**src/rtl/core/sidx_pkg.sv**
```systemverilog
// Segment index box parser: shared types and constants.
// Used by the byte parser, queue, accumulators, top level and testbench; no dependencies.
`timescale 1ns / 1ps
package sidx_pkg;

  localparam int PHASE_W = 6;
  localparam int Q_DEPTH = 4;
  localparam int Q_PTR_W = 2;
  localparam int Q_CNT_W = 3;
  localparam int CFG_IDX_W = 1;

  // byte phases of the box
  localparam logic [PHASE_W-1:0] PH_SIZE_END    = 6'd3;
  localparam logic [PHASE_W-1:0] PH_VERSION     = 6'd8;
  localparam logic [PHASE_W-1:0] PH_TSCALE_END  = 6'd19;
  localparam logic [PHASE_W-1:0] PH_TIME_END_V0 = 6'd23;
  localparam logic [PHASE_W-1:0] PH_TIME_END_V1 = 6'd27;
  localparam logic [PHASE_W-1:0] PH_OFFS_END_V0 = 6'd27;
  localparam logic [PHASE_W-1:0] PH_OFFS_END_V1 = 6'd35;
  localparam logic [PHASE_W-1:0] PH_CNT_END_V0  = 6'd31;
  localparam logic [PHASE_W-1:0] PH_CNT_END_V1  = 6'd39;
  localparam logic [PHASE_W-1:0] PH_REF_FIRST   = 6'd40;
  localparam logic [PHASE_W-1:0] PH_RSIZE_END   = 6'd43;
  localparam logic [PHASE_W-1:0] PH_RDUR_END    = 6'd47;
  localparam logic [PHASE_W-1:0] PH_REF_LAST    = 6'd51;
  localparam logic [PHASE_W-1:0] PH_DONE        = 6'd52;

  localparam logic [31:0] SIZE_MASK = 32'h7FFF_FFFF;

  localparam logic [CFG_IDX_W-1:0] CFG_INDEX_BEGIN = 1'b0;
  localparam logic [CFG_IDX_W-1:0] CFG_INDEX_END   = 1'b1;

  typedef enum logic [2:0] {
    OP_SIZE,
    OP_TSCALE,
    OP_TIME,
    OP_OFFSET,
    OP_COUNT,
    OP_RSIZE,
    OP_RDUR,
    OP_EMIT
  } sidx_op_t;

  typedef struct packed {
    sidx_op_t    op;
    logic [63:0] data;
    logic [15:0] index;
    logic        last;
  } sidx_cmd_t;

endpackage

```
**src/rtl/core/sidx_in_if.sv**
```systemverilog
// Byte channel into the segment index box parser.
// Stands alone; valid/ready handshake.
`timescale 1ns / 1ps
interface sidx_in_if;
  logic       valid;
  logic       ready;
  logic [7:0] data_byte;
  logic       box_start;

  modport source (output valid, output data_byte, output box_start, input ready);
  modport sink (input valid, input data_byte, input box_start, output ready);
endinterface

```
**src/rtl/core/sidx_out_if.sv**
```systemverilog
// Entry channel out of the segment index box parser.
// Stands alone; valid/ready handshake.
`timescale 1ns / 1ps
interface sidx_out_if;
  logic        valid;
  logic        ready;
  logic [15:0] entry_index;
  logic [63:0] start_ticks;
  logic [31:0] duration_ticks;
  logic [63:0] seg_offset;
  logic [30:0] seg_size;
  logic [31:0] ticks_per_second;
  logic [63:0] duration_sum;
  logic        last_entry;
  logic        box_too_long;

  modport source (
    output valid, output entry_index, output start_ticks, output duration_ticks,
    output seg_offset, output seg_size, output ticks_per_second,
    output duration_sum, output last_entry, output box_too_long, input ready
  );
  modport sink (
    input valid, input entry_index, input start_ticks, input duration_ticks,
    input seg_offset, input seg_size, input ticks_per_second,
    input duration_sum, input last_entry, input box_too_long, output ready
  );
endinterface

```
**src/rtl/core/sidx_front.sv**
```systemverilog
// Byte parser: tracks the byte phase, assembles fields, issues commands.
// Depends on sidx_pkg and sidx_in_if.
`timescale 1ns / 1ps
module sidx_front import sidx_pkg::*; (
  input  logic      clk,
  input  logic      rst_n,
  sidx_in_if.sink   in_ch,
  input  logic      q_full,
  output logic      push_vld,
  output sidx_cmd_t push_cmd
);

  logic [PHASE_W-1:0] phase_r, phase_nxt, p;
  logic [PHASE_W-1:0] t_end, o_end, c_end;
  logic [63:0]        shift_r, shift_nxt;
  logic               version_r, version_nxt, ver;
  logic [15:0]        total_r, total_nxt;
  logic [15:0]        done_r, done_nxt;
  logic [31:0]        w32;
  logic [63:0]        wide;
  logic               last;
  logic               acc;
  logic               active;
  logic               push_any;

  assign in_ch.ready = !q_full;
  assign acc         = in_ch.valid && in_ch.ready;
  assign push_vld    = acc && push_any;

  always_comb begin
    p         = in_ch.box_start ? '0 : phase_r;
    ver       = in_ch.box_start ? 1'b0 : version_r;
    shift_nxt = {(in_ch.box_start ? 56'd0 : shift_r[55:0]), in_ch.data_byte};
    w32       = shift_nxt[31:0];
    wide      = ver ? shift_nxt : {32'd0, w32};
    t_end     = ver ? PH_TIME_END_V1 : PH_TIME_END_V0;
    o_end     = ver ? PH_OFFS_END_V1 : PH_OFFS_END_V0;
    c_end     = ver ? PH_CNT_END_V1 : PH_CNT_END_V0;
    last      = ({1'b0, done_r} + 17'd1) >= {1'b0, total_r};
    active    = (p != PH_DONE);

    phase_nxt   = p + PHASE_W'(1);
    version_nxt = ver;
    total_nxt   = total_r;
    done_nxt    = done_r;
    push_any    = 1'b0;
    push_cmd    = '{op: OP_SIZE, data: wide, index: done_r, last: last};

    if (active) begin
      if (p < PH_REF_FIRST) begin
        priority if (p == PH_SIZE_END) begin
          push_any = 1'b1;
        end else if (p == PH_VERSION) begin
          version_nxt = (in_ch.data_byte != 8'd0);
        end else if (p == PH_TSCALE_END) begin
          push_any    = 1'b1;
          push_cmd.op = OP_TSCALE;
        end else if (p == t_end) begin
          push_any    = 1'b1;
          push_cmd.op = OP_TIME;
        end else if (p == o_end) begin
          push_any    = 1'b1;
          push_cmd.op = OP_OFFSET;
        end else if (p == c_end) begin
          push_any    = 1'b1;
          push_cmd.op = OP_COUNT;
          total_nxt   = w32[15:0];
          done_nxt    = '0;
          phase_nxt   = (w32[15:0] == 16'd0) ? PH_DONE : PH_REF_FIRST;
        end else begin
          push_any = 1'b0;
        end
      end else begin
        priority if (p == PH_RSIZE_END) begin
          push_any    = 1'b1;
          push_cmd.op = OP_RSIZE;
        end else if (p == PH_RDUR_END) begin
          push_any    = 1'b1;
          push_cmd.op = OP_RDUR;
        end else if (p == PH_REF_LAST) begin
          push_any    = 1'b1;
          push_cmd.op = OP_EMIT;
          done_nxt    = done_r + 16'd1;
          phase_nxt   = last ? PH_DONE : PH_REF_FIRST;
        end else begin
          push_any = 1'b0;
        end
      end
    end
  end

  always_ff @(posedge clk) begin
    if (!rst_n) begin
      phase_r   <= '0;
      shift_r   <= '0;
      version_r <= 1'b0;
      total_r   <= '0;
      done_r    <= '0;
    end else if (acc && active) begin
      phase_r   <= phase_nxt;
      shift_r   <= shift_nxt;
      version_r <= version_nxt;
      total_r   <= total_nxt;
      done_r    <= done_nxt;
    end
  end

endmodule

```
**src/rtl/core/sidx_queue.sv**
```systemverilog
// Short command queue between the byte parser and the accumulators.
// Depends on sidx_pkg.
`timescale 1ns / 1ps
module sidx_queue import sidx_pkg::*; (
  input  logic      clk,
  input  logic      rst_n,
  input  logic      push_vld,
  input  sidx_cmd_t push_cmd,
  output logic      full,
  input  logic      pop,
  output logic      empty,
  output sidx_cmd_t head
);

  sidx_cmd_t          mem_r [Q_DEPTH];
  logic [Q_PTR_W-1:0] wptr_r, rptr_r;
  logic [Q_CNT_W-1:0] cnt_r, cnt_nxt;

  assign full  = (cnt_r == Q_CNT_W'(Q_DEPTH));
  assign empty = (cnt_r == '0);
  assign head  = mem_r[rptr_r];

  always_comb begin
    cnt_nxt = cnt_r;
    if (push_vld && !pop) begin
      cnt_nxt = cnt_r + Q_CNT_W'(1);
    end else if (pop && !push_vld) begin
      cnt_nxt = cnt_r - Q_CNT_W'(1);
    end
  end

  always_ff @(posedge clk) begin
    if (push_vld) begin
      mem_r[wptr_r] <= push_cmd;
    end
  end

  always_ff @(posedge clk) begin
    if (!rst_n) begin
      wptr_r <= '0;
      rptr_r <= '0;
      cnt_r  <= '0;
    end else begin
      if (push_vld) begin
        wptr_r <= wptr_r + Q_PTR_W'(1);
      end
      if (pop) begin
        rptr_r <= rptr_r + Q_PTR_W'(1);
      end
      cnt_r <= cnt_nxt;
    end
  end

endmodule

```
**src/rtl/core/sidx_back.sv**
```systemverilog
// Accumulators, configuration registers and the entry output register.
// Depends on sidx_pkg and sidx_out_if.
`timescale 1ns / 1ps
module sidx_back import sidx_pkg::*; (
  input  logic                 clk,
  input  logic                 rst_n,
  input  logic                 cfg_we,
  input  logic [CFG_IDX_W-1:0] cfg_index,
  input  logic [31:0]          cfg_wdata,
  input  logic                 q_empty,
  input  sidx_cmd_t            head,
  output logic                 pop,
  sidx_out_if.source           out_ch
);

  logic [31:0] begin_r, end_r;
  logic        overrun_r;
  logic [31:0] tscale_r;
  logic [63:0] time_r, offset_r, sum_r, sum_nxt;
  logic [30:0] psize_r;
  logic [31:0] pdur_r;
  logic        ovr_nxt;

  logic        out_valid_r;
  logic [15:0] o_index_r;
  logic [63:0] o_start_r, o_offset_r, o_sum_r;
  logic [31:0] o_dur_r, o_tscale_r;
  logic [30:0] o_size_r;
  logic        o_last_r, o_ovr_r;

  assign pop = !q_empty && (head.op != OP_EMIT || !out_valid_r || out_ch.ready);
  assign sum_nxt = sum_r + {32'd0, pdur_r};
  assign ovr_nxt = ({1'b0, begin_r} + {1'b0, head.data[31:0]}) > ({1'b0, end_r} + 33'd1);

  assign out_ch.valid            = out_valid_r;
  assign out_ch.entry_index      = o_index_r;
  assign out_ch.start_ticks      = o_start_r;
  assign out_ch.duration_ticks   = o_dur_r;
  assign out_ch.seg_offset       = o_offset_r;
  assign out_ch.seg_size         = o_size_r;
  assign out_ch.ticks_per_second = o_tscale_r;
  assign out_ch.duration_sum     = o_sum_r;
  assign out_ch.last_entry       = o_last_r;
  assign out_ch.box_too_long     = o_ovr_r;

  always_ff @(posedge clk) begin
    if (!rst_n) begin
      begin_r     <= '0;
      end_r       <= '0;
      out_valid_r <= 1'b0;
    end else begin
      if (cfg_we) begin
        unique case (cfg_index)
          CFG_INDEX_BEGIN: begin_r <= cfg_wdata;
          CFG_INDEX_END:   end_r   <= cfg_wdata;
          default:         end_r   <= end_r;
        endcase
      end
      if (pop && head.op == OP_EMIT) begin
        out_valid_r <= 1'b1;
      end else if (out_ch.ready) begin
        out_valid_r <= 1'b0;
      end
    end
  end

  // accumulator state is rewritten by every box header before its first entry
  always_ff @(posedge clk) begin
    if (!rst_n) begin
      overrun_r <= 1'b0;
      tscale_r  <= '0;
      time_r    <= '0;
      offset_r  <= '0;
      sum_r     <= '0;
      psize_r   <= '0;
      pdur_r    <= '0;
    end else if (pop) begin
      unique case (head.op)
        OP_SIZE:   overrun_r <= ovr_nxt;
        OP_TSCALE: tscale_r  <= head.data[31:0];
        OP_TIME:   time_r    <= head.data;
        OP_OFFSET: offset_r  <= {32'd0, end_r} + 64'd1 + head.data;
        OP_COUNT:  sum_r     <= '0;
        OP_RSIZE:  psize_r   <= head.data[30:0];
        OP_RDUR:   pdur_r    <= head.data[31:0];
        OP_EMIT: begin
          sum_r    <= sum_nxt;
          time_r   <= time_r + {32'd0, pdur_r};
          offset_r <= offset_r + {33'd0, psize_r};
        end
        default: sum_r <= sum_r;
      endcase
    end
  end

  always_ff @(posedge clk) begin
    if (pop && head.op == OP_EMIT) begin
      o_index_r  <= head.index;
      o_start_r  <= time_r;
      o_dur_r    <= pdur_r;
      o_offset_r <= offset_r;
      o_size_r   <= psize_r;
      o_tscale_r <= tscale_r;
      o_sum_r    <= sum_nxt;
      o_last_r   <= head.last;
      o_ovr_r    <= overrun_r;
    end
  end

endmodule

```
**src/rtl/core/segment_index_box_parser_unit.sv**
```systemverilog
// Segment index box parser, top level.
// Depends on sidx_pkg, sidx_in_if, sidx_out_if, sidx_front, sidx_queue, sidx_back.
// Takes one byte of the box per cycle while the queue has room. The byte parser
// issues a command for each completed field into a four-word queue; the
// accumulator side drains one command per cycle unless an entry command meets a
// held output, and loads the entry output register from the last command of each
// 12-byte reference. Bytes are refused only when the queue is full, which happens
// only while a finished entry waits to be taken. No clearing pass after reset.
`timescale 1ns / 1ps
module segment_index_box_parser_unit import sidx_pkg::*; (
  input  logic                 clk,
  input  logic                 rst_n,
  input  logic                 cfg_we,
  input  logic [CFG_IDX_W-1:0] cfg_index,
  input  logic [31:0]          cfg_wdata,
  sidx_in_if.sink              in_ch,
  sidx_out_if.source           out_ch
);

  logic      push_vld;
  sidx_cmd_t push_cmd;
  logic      q_full;
  logic      q_empty;
  logic      pop;
  sidx_cmd_t head;

  sidx_front u_front (
    .clk      (clk),
    .rst_n    (rst_n),
    .in_ch    (in_ch),
    .q_full   (q_full),
    .push_vld (push_vld),
    .push_cmd (push_cmd)
  );

  sidx_queue u_queue (
    .clk      (clk),
    .rst_n    (rst_n),
    .push_vld (push_vld),
    .push_cmd (push_cmd),
    .full     (q_full),
    .pop      (pop),
    .empty    (q_empty),
    .head     (head)
  );

  sidx_back u_back (
    .clk       (clk),
    .rst_n     (rst_n),
    .cfg_we    (cfg_we),
    .cfg_index (cfg_index),
    .cfg_wdata (cfg_wdata),
    .q_empty   (q_empty),
    .head      (head),
    .pop       (pop),
    .out_ch    (out_ch)
  );

endmodule

```
**src/flat_wrapper.sv**
```systemverilog
// flat-port wrapper written by rule: the top's interface ports become plain ports
module segment_index_box_parser_unit_flat import sidx_pkg::*;
  (clk, rst_n, cfg_we, cfg_index, cfg_wdata, in_ch_valid, in_ch_data_byte, in_ch_box_start, in_ch_ready, out_ch_valid, out_ch_entry_index, out_ch_start_ticks, out_ch_duration_ticks, out_ch_seg_offset, out_ch_seg_size, out_ch_ticks_per_second, out_ch_duration_sum, out_ch_last_entry, out_ch_box_too_long, out_ch_ready);
  sidx_in_if in_ch_i ();
  sidx_out_if out_ch_i ();
  input  logic clk;
  input  logic rst_n;
  input  logic cfg_we;
  input  logic [CFG_IDX_W-1:0] cfg_index;
  input  logic [31:0] cfg_wdata;
  input wire logic [$bits(in_ch_i.valid)-1:0] in_ch_valid;
  input wire logic [$bits(in_ch_i.data_byte)-1:0] in_ch_data_byte;
  input wire logic [$bits(in_ch_i.box_start)-1:0] in_ch_box_start;
  output wire logic [$bits(in_ch_i.ready)-1:0] in_ch_ready;
  output wire logic [$bits(out_ch_i.valid)-1:0] out_ch_valid;
  output wire logic [$bits(out_ch_i.entry_index)-1:0] out_ch_entry_index;
  output wire logic [$bits(out_ch_i.start_ticks)-1:0] out_ch_start_ticks;
  output wire logic [$bits(out_ch_i.duration_ticks)-1:0] out_ch_duration_ticks;
  output wire logic [$bits(out_ch_i.seg_offset)-1:0] out_ch_seg_offset;
  output wire logic [$bits(out_ch_i.seg_size)-1:0] out_ch_seg_size;
  output wire logic [$bits(out_ch_i.ticks_per_second)-1:0] out_ch_ticks_per_second;
  output wire logic [$bits(out_ch_i.duration_sum)-1:0] out_ch_duration_sum;
  output wire logic [$bits(out_ch_i.last_entry)-1:0] out_ch_last_entry;
  output wire logic [$bits(out_ch_i.box_too_long)-1:0] out_ch_box_too_long;
  input wire logic [$bits(out_ch_i.ready)-1:0] out_ch_ready;
  assign in_ch_i.valid = in_ch_valid;
  assign in_ch_i.data_byte = in_ch_data_byte;
  assign in_ch_i.box_start = in_ch_box_start;
  assign in_ch_ready = in_ch_i.ready;
  assign out_ch_valid = out_ch_i.valid;
  assign out_ch_entry_index = out_ch_i.entry_index;
  assign out_ch_start_ticks = out_ch_i.start_ticks;
  assign out_ch_duration_ticks = out_ch_i.duration_ticks;
  assign out_ch_seg_offset = out_ch_i.seg_offset;
  assign out_ch_seg_size = out_ch_i.seg_size;
  assign out_ch_ticks_per_second = out_ch_i.ticks_per_second;
  assign out_ch_duration_sum = out_ch_i.duration_sum;
  assign out_ch_last_entry = out_ch_i.last_entry;
  assign out_ch_box_too_long = out_ch_i.box_too_long;
  assign out_ch_i.ready = out_ch_ready;
  segment_index_box_parser_unit u_core (.clk(clk), .rst_n(rst_n), .cfg_we(cfg_we), .cfg_index(cfg_index), .cfg_wdata(cfg_wdata), .in_ch(in_ch_i), .out_ch(out_ch_i));
endmodule
```
**config.mk**
```make
export PLATFORM = sky130hd
export DESIGN_NAME = segment_index_box_parser_unit_flat
export DESIGN_NICKNAME = d
export VERILOG_FILES = /design/src/rtl/core/sidx_pkg.sv /design/src/rtl/core/sidx_in_if.sv /design/src/rtl/core/sidx_out_if.sv /design/src/rtl/core/sidx_front.sv /design/src/rtl/core/sidx_queue.sv /design/src/rtl/core/sidx_back.sv /design/src/rtl/core/segment_index_box_parser_unit.sv /design/src/flat_wrapper.sv
export SDC_FILE = /design/constraint.sdc
export NUM_CORES = 2
export LEC_CHECK = 0
export BUFFER_PORTS_ARGS = -buffer_cell sky130_fd_sc_hd__buf_2
export CAP_MARGIN = 20
export CORE_MARGIN = 2
export CORE_UTILIZATION = 38
export CTS_CLUSTER_SIZE = 16
export DETAILED_ROUTE_END_ITERATION = 7
export GPL_TIMING_DRIVEN = 0
export PLACE_DENSITY = 0.52
export SYNTH_ARGS = -nofsm -noshare
export SYNTH_HDL_FRONTEND = slang
export SYNTH_SLANG_ARGS = --single-unit
```
**constraint.sdc**
```tcl
create_clock -name clk -period 12.75 [get_ports clk]
set_clock_uncertainty 0.05 [all_clocks]
set_input_delay 0.6375 -clock clk [delete_from_list [all_inputs] [get_ports clk]]
set_output_delay 0.6375 -clock clk [all_outputs]
set_load 0.1 [all_outputs]
```
== Word level (Yosys, flattened, before mapping) ==
Memory sizes are Yosys's and may differ from the RTL's. A register that Yosys moved wholly into a read port is not among the register bits.
Index checks and enable logic that the tools add are counted.

* RAM bits: 336
* Input bits: 47
* Logic and storage cells: 180
* Register bits after elaboration: 760
* Memories: 1

{| class="wikitable"
|+ Memories
! memory !! depth !! width !! rd ports !! clocked after Yosys merged registers in !! wr ports !! line !! text
|-
| u_core.u_queue.mem_r || 4 || 84 || 1 || 1 || 1 || sidx_queue.sv:15 || <nowiki>sidx_cmd_t mem_r [Q_DEPTH];</nowiki>
|}

* Bitwise logic cells: 6
* Multiplexer cells: 67
* Reductions and logical operators: 35
* Eq/ne operators: 27
* $lt $le $gt $ge: 3
* Add/subtract/negate cells: 14

{| class="wikitable"
|+ Operators by type and width
! operator !! number
|-
| case mux 64 bit (2 select lines) || 3
|-
| 2-to-1 mux 16 bit || 10
|-
| adder 64 x 32 -> 64 bit || 2
|-
| 2-to-1 mux 6 bit || 14
|-
| adder 32 x 1 -> 33 bit (second input constant) || 2
|-
| adder 33 x 64 -> 64 bit || 1
|-
| adder 64 x 31 -> 64 bit || 1
|-
| 2-to-1 mux 64 bit || 1
|-
| 2-to-1 mux 56 bit || 1
|-
| 2-to-1 mux 3 bit || 13
|-
| adder 32 x 32 -> 33 bit || 1
|-
| > comparator 33 bit || 1
|-
| 2-to-1 mux 1 bit || 20
|-
| equality test 6 bit (second input constant) || 3
|-
| AND reduction 2 bit || 9
|-
| adder 16 x 1 -> 17 bit (second input constant) || 1
|-
| >= comparator 17 x 16 -> 1 bit || 1
|-
| adder 16 x 1 -> 16 bit (second input constant) || 1
|-
| zero test 16 bit || 1
|-
| equality test 3 bit (second input constant) || 5
|-
| != test 2 bit (second input constant) || 7
|-
| equality test 6 bit || 2
|-
| nonzero test 2 bit || 6
|-
| AND reduction 11 bit || 1
|-
| 24 further kinds || 45
|}

== Logic depth before layout (Yosys ltp) ==
* Word-level depth: 16
* Mapped depth: 28

== By module ==
A second synthesis with hierarchy kept.

* Cells, all modules: 4833
* Area, all modules: 52419.0 sq um

{| class="wikitable"
|+ Modules (own cells, without submodules)
! module !! times used !! sequential area each (sq um) !! area an instance (sq um) !! cells each
|-
| sidx_back || 1 || 16225.6 || 34385.5 || 3677
|-
| sidx_queue || 1 || 10269.8 || 12563.3 || 481
|-
| sidx_front || 1 || 1901.8 || 5470.2 || 675
|}

== Least setup slack after synthesis ==
OpenSTA, ideal clock, no wires.

* Path type: flip-flop to flip-flop
* Start: register with a tool-made name
* End: register u_core.u_back.sum_r[24]
* Library setup time: 100 ps
* Arrival: 11333 ps
* Stages on the path, launching flop included: 13
* Setup slack: 1267 ps
* Period minus slack after synthesis: 11483 ps
* Path buffers: 4
* Required time: 12600 ps
* Cells stage by stage: dfxtp_1 -> mux4_2 -> buf_2 -> and2_1 -> nand2_1 -> o21a_1 -> buf_4 -> nand2_2 -> inv_1 -> buf_2 -> buf_1 -> a22oi_1 -> nor2_1

{| class="wikitable"
|+ RTL lines
! what !! line !! text
|-
| to (signal assigned) || sidx_back.sv:87 || <nowiki>sum_r <= sum_nxt;</nowiki>
|-
| to (signal assigned) || sidx_back.sv:91 || <nowiki>default: sum_r <= sum_r;</nowiki>
|-
| to (decl) || sidx_back.sv:19 || <nowiki>logic [63:0] time_r, offset_r, sum_r, sum_nxt;</nowiki>
|}

==> summary.md <==
| Metric | Value |
|---|---|
| Reg clk slew, reported paths | approximately 0.060 ns |
| Synth unique cells | 100 |
| Cell area after synthesis | ~52000 µm² |
| CTS resizes | 0 |
| Logic gate share of total power | 0.340 |
| Core Region | 135000 µm² |
| Crit share post-route | 0.611 |
| Die width | 373 µm |
| Syn avg cell area | 10.8 µm² |
| Tot GR Track Use | 0.252 |
| Remaining DRCs | 0 |
| Max-cap violations | 0 |
| Setup Fix Bufs, Post-CTS | 0 |
| Buf/Inv on CP | 5 |
| Critical path's slowest cell | a211oi_1 |
| First-pass GRT wire length | around 260000 µm |
| EDFF count, synth | 641 |
| Gpl congestion | ~0.95 |
| Worst vdd ir | approximately 0.13 mV |
| DRT Pass-1 Iters | 7 |
| Ys async rst share | 0 |
| Vias in the first global route | about 39000 |
| Yosys reg bits | between 1000 and 1500 |
| Drt wl/cell | roughly 25 µm |
| Fmax | roughly 130 MHz |
| Sw Share | 0.408 |
| Vias per cell | 5.59 |
| Count of final setup violators | 0 |
| Port bufs | between 300 and 400 |
| Sequential area share after synthesis | 0.548 |
| WL final | between 150000 and 200000 µm |
| Initial DRC Count | between 3000 and 4000 |
| Register Area | between 20000 and 30000 µm² |
| Cell family with most CP delay | compound AO/OA/AOI/OAI gates |
| Arrival time of the worst setup path | roughly 8.4 ns |
| Ratio of cells with drive above 1 in the final layout | 0.138 |
| Worst Setup End Kind | flop |
| Clk buf depth | 3 |
| Leading area contributor after synthesis | edfxtp_1 |
| Critical Path RT | 13.32 ns |
| Pin count of the biggest net entering global routing | 57 |
| Sink Count | 1098 |
| Clock power frac | 0.286 |
| Crit Path Class | flop to flop |
| Row count | between 100 and 150 |
| Top-area cell type share of the netlist area | 0.371 |
| P_int | around 7.3 mW |
| Mapped Cells | roughly 4800 |
| Die footprint | approximately 140000 µm² |
| Tightest Pin Transition | roughly 1.3 ns |
| Vias | ~40000 |
| Initial Utilization | 0.383 |
| Worst-Skew Late Latency | between 0.7 and 0.8 ns |
| Post-Place Setup Slack | approximately 5 ns |
| RSZ-0062 raised after global routing | false |
| Final hold violations | 0 |
| CTS Buf Count | 118 |
| Relative slew slack | 0.167 |
| Crit Path Max Fanout | 10 |
| Grt ovf | 0 |
| R2r setup slk | about 5.0 ns |
| Post-route cell area | 60300 µm² |
| Area of the multi-input gates | 22100 µm² |
| CTS Hold Bufs | 0 |
| Fin nets | ~5600 |
| Synth area leaders | edfxtp_1, dfxtp_1, ha_1, nand2_1, a21oi_1 |
| Switching pwr | between 5 and 6 mW |
| Ys flop type | edfxtp_1 |
| CTS tree | done |
| Synth warnings | 0 |
| Most frequent cells in the layout | nand2_1, edfxtp_1, a21oi_1 |
| Final critical path time including I/O delays and setup | between 7 and 8 ns |
| Register share of total power | 0.374 |
| # H-tree levels | 3 |
| HPWL after DPL | roughly 130000 µm |
| Chip height | 373 µm |
| DRT antenna net count | 0 |
| Commonest non-fill, non-tap cell in the layout | nand2_1 |
| Hold Path Class | primary input to flop |
| CP peak stage delay | 0.69 ns |
| Pins Over Slew Limit | 0 |
| Root Driver | clkbuf_16 |
| Static Leakage | between 20 and 25 nW |
| Syn Nets | around 5100 |
| Area Growth Syn to Fin | 16.3% |
| Placed cell area | between 50000 and 60000 µm² |
| Power Density | about 200 nW/µm² |
| Fin worst setup slack | 4.95 ns |
| Initial antenna violation count | 10 |
| IO Pins | roughly 350 |
| Fillers | 12900 |
| Element type at the critical path start | flop |
| Status | finished clean |
-- power groups by stage --
stage	Clock, mW	Sequential (mW)	Combinational, mW
detailed placement	0	4.70	4.18
global route	3.75	4.67	4.46
floorplan	0	5.78	1.84
global placement	0	4.67	3.98
CTS	3.61	4.63	4.19
finish	3.54	4.64	4.22
-- state kept, by name, indices dropped and copies added (netlist names), 56 cells and up, named ones only --
name / count
u_core.u_queue.mem_r: 336
u_core.u_back.offset_r: 64
u_core.u_back.out_ch.duration_sum: 64
u_core.u_back.out_ch.seg_offset: 64
u_core.u_back.out_ch.start_ticks: 64
u_core.u_back.sum_r: 64
u_core.u_back.time_r: 64
u_core.u_front.shift_r: 56
-- path summary, 6_finish.rpt --
| check | depth (start not counted) | end | start |
|---|---|---|---|
| setup reg to reg | 26 | u_core.u_back.overrun_r$_SDFFE_PN0P_ | flop |
| hold / removal | 3 | u_core.u_back.end_r[4]$_SDFFE_PN0P_ | cfg_wdata[4] |
| hold reg to reg | 0 | u_core.u_back.out_ch.ticks_per_second[16]$_DFFE_PP_ | u_core.u_back.tscale_r[16]$_SDFFE_PN0P_ |
| setup / recovery | 26 | u_core.u_back.overrun_r$_SDFFE_PN0P_ | flop |
-- synthesized netlist by cell type (9+ instances only) --
cell type / count
nand2_1: 707
edfxtp_1: 641
a21oi_1: 515
dfxtp_1: 457
nor2_1: 261
ha_1: 217
o21ai_0: 213
clkbuf_1: 188
xnor2_1: 142
a21o_1: 104
xor2_1: 99
inv_1: 94
nand3_1: 91
mux4_2: 84
and3_1: 81
nor3_1: 65
a211oi_1: 62
and2_1: 58
nand4_1: 57
a31oi_1: 55
nor2b_1: 51
nand3b_1: 39
buf_2: 32
o21a_1: 31
or3_1: 31
nand2b_1: 29
a22oi_1: 24
o31ai_1: 24
a311oi_1: 21
nor4_1: 21
o211ai_1: 21
o21bai_1: 21
a22o_1: 19
a221oi_1: 14
or4_1: 13
and4_1: 10
buf_1: 10
a31o_2: 9
o31a_1: 9
-- final cells by class --
cell class              count  area share
clock buffers             153      0.0532
well taps                1781      0.0370
diodes                      3    0.000125
repair buffers            376      0.0362
plain buffers             239      0.0166
clock inverters            70      0.0131
multi-input cells        3367       0.367
inverters                  95     0.00592
flip-flops and latches   1098       0.471
-- layer usage --
metal | up-vias | track usage | part of all wire
met5 | - | 0 | 0.00021
met1 | 19600 | 0.339 | 0.44
met2 | 1399 | 0.411 | 0.46
li1 | 18800 | - | -
met3 | 325 | 0.0348 | 0.060
met4 | 6 | 0.0986 | 0.040
-- through the flow --
step | setup TNS [ns] | util | hold WS, ns | std cells | total power [mW]
6_report | 0 | 0.445 | 0.116 | 7182 | 12.4
5_1_grt | 0 | 0.445 | 0.101 | 7180 | 12.9
4_1_cts | 0 | 0.445 | 0.0652 | 7178 | 12.4
3_5_place_dp | 0 | 0.415 | 0.369 | 6955 | 8.88
3_3_place_gp | -1062.47 | 0.412 | 0.364 | 6932 | 8.65
2_1_floorplan | 0 | - | 0.356 | 4799 | 7.63
-- worst reg2reg max path: cells and delay by family (launching register included) --
family / cells / cell delay (ns)
adders and majority gates: 2 / 0.77
muxes: 1 / 0.66
and+or+nand+nor: 5 / 0.61
xor gates and xnor gates: 1 / 0.19
buffers and inverters: 5 / 1.97
AOI/OAI and AO/OA: 12 / 3.06
DFF: 1 / 0.36
-- kinds of logic (layout without fill, tap and decap cells) --
logic type | after synthesis | after routing | synth area share
XOR/XNOR | 241 | 241 | 0.0407
buffers and inverters | 334 | 933 | 0.0261
AND/OR/NAND/NOR | 1556 | 1556 | 0.141
flip-flops | 1098 | 1098 | 0.548
other | 0 | 3 | 0
multiplexers | 88 | 88 | 0.0373
adder cells (fa/ha/maj) | 223 | 223 | 0.0547
AO/OA/AOI/OAI | 1259 | 1259 | 0.152
(Power assumes the default switching activity.)
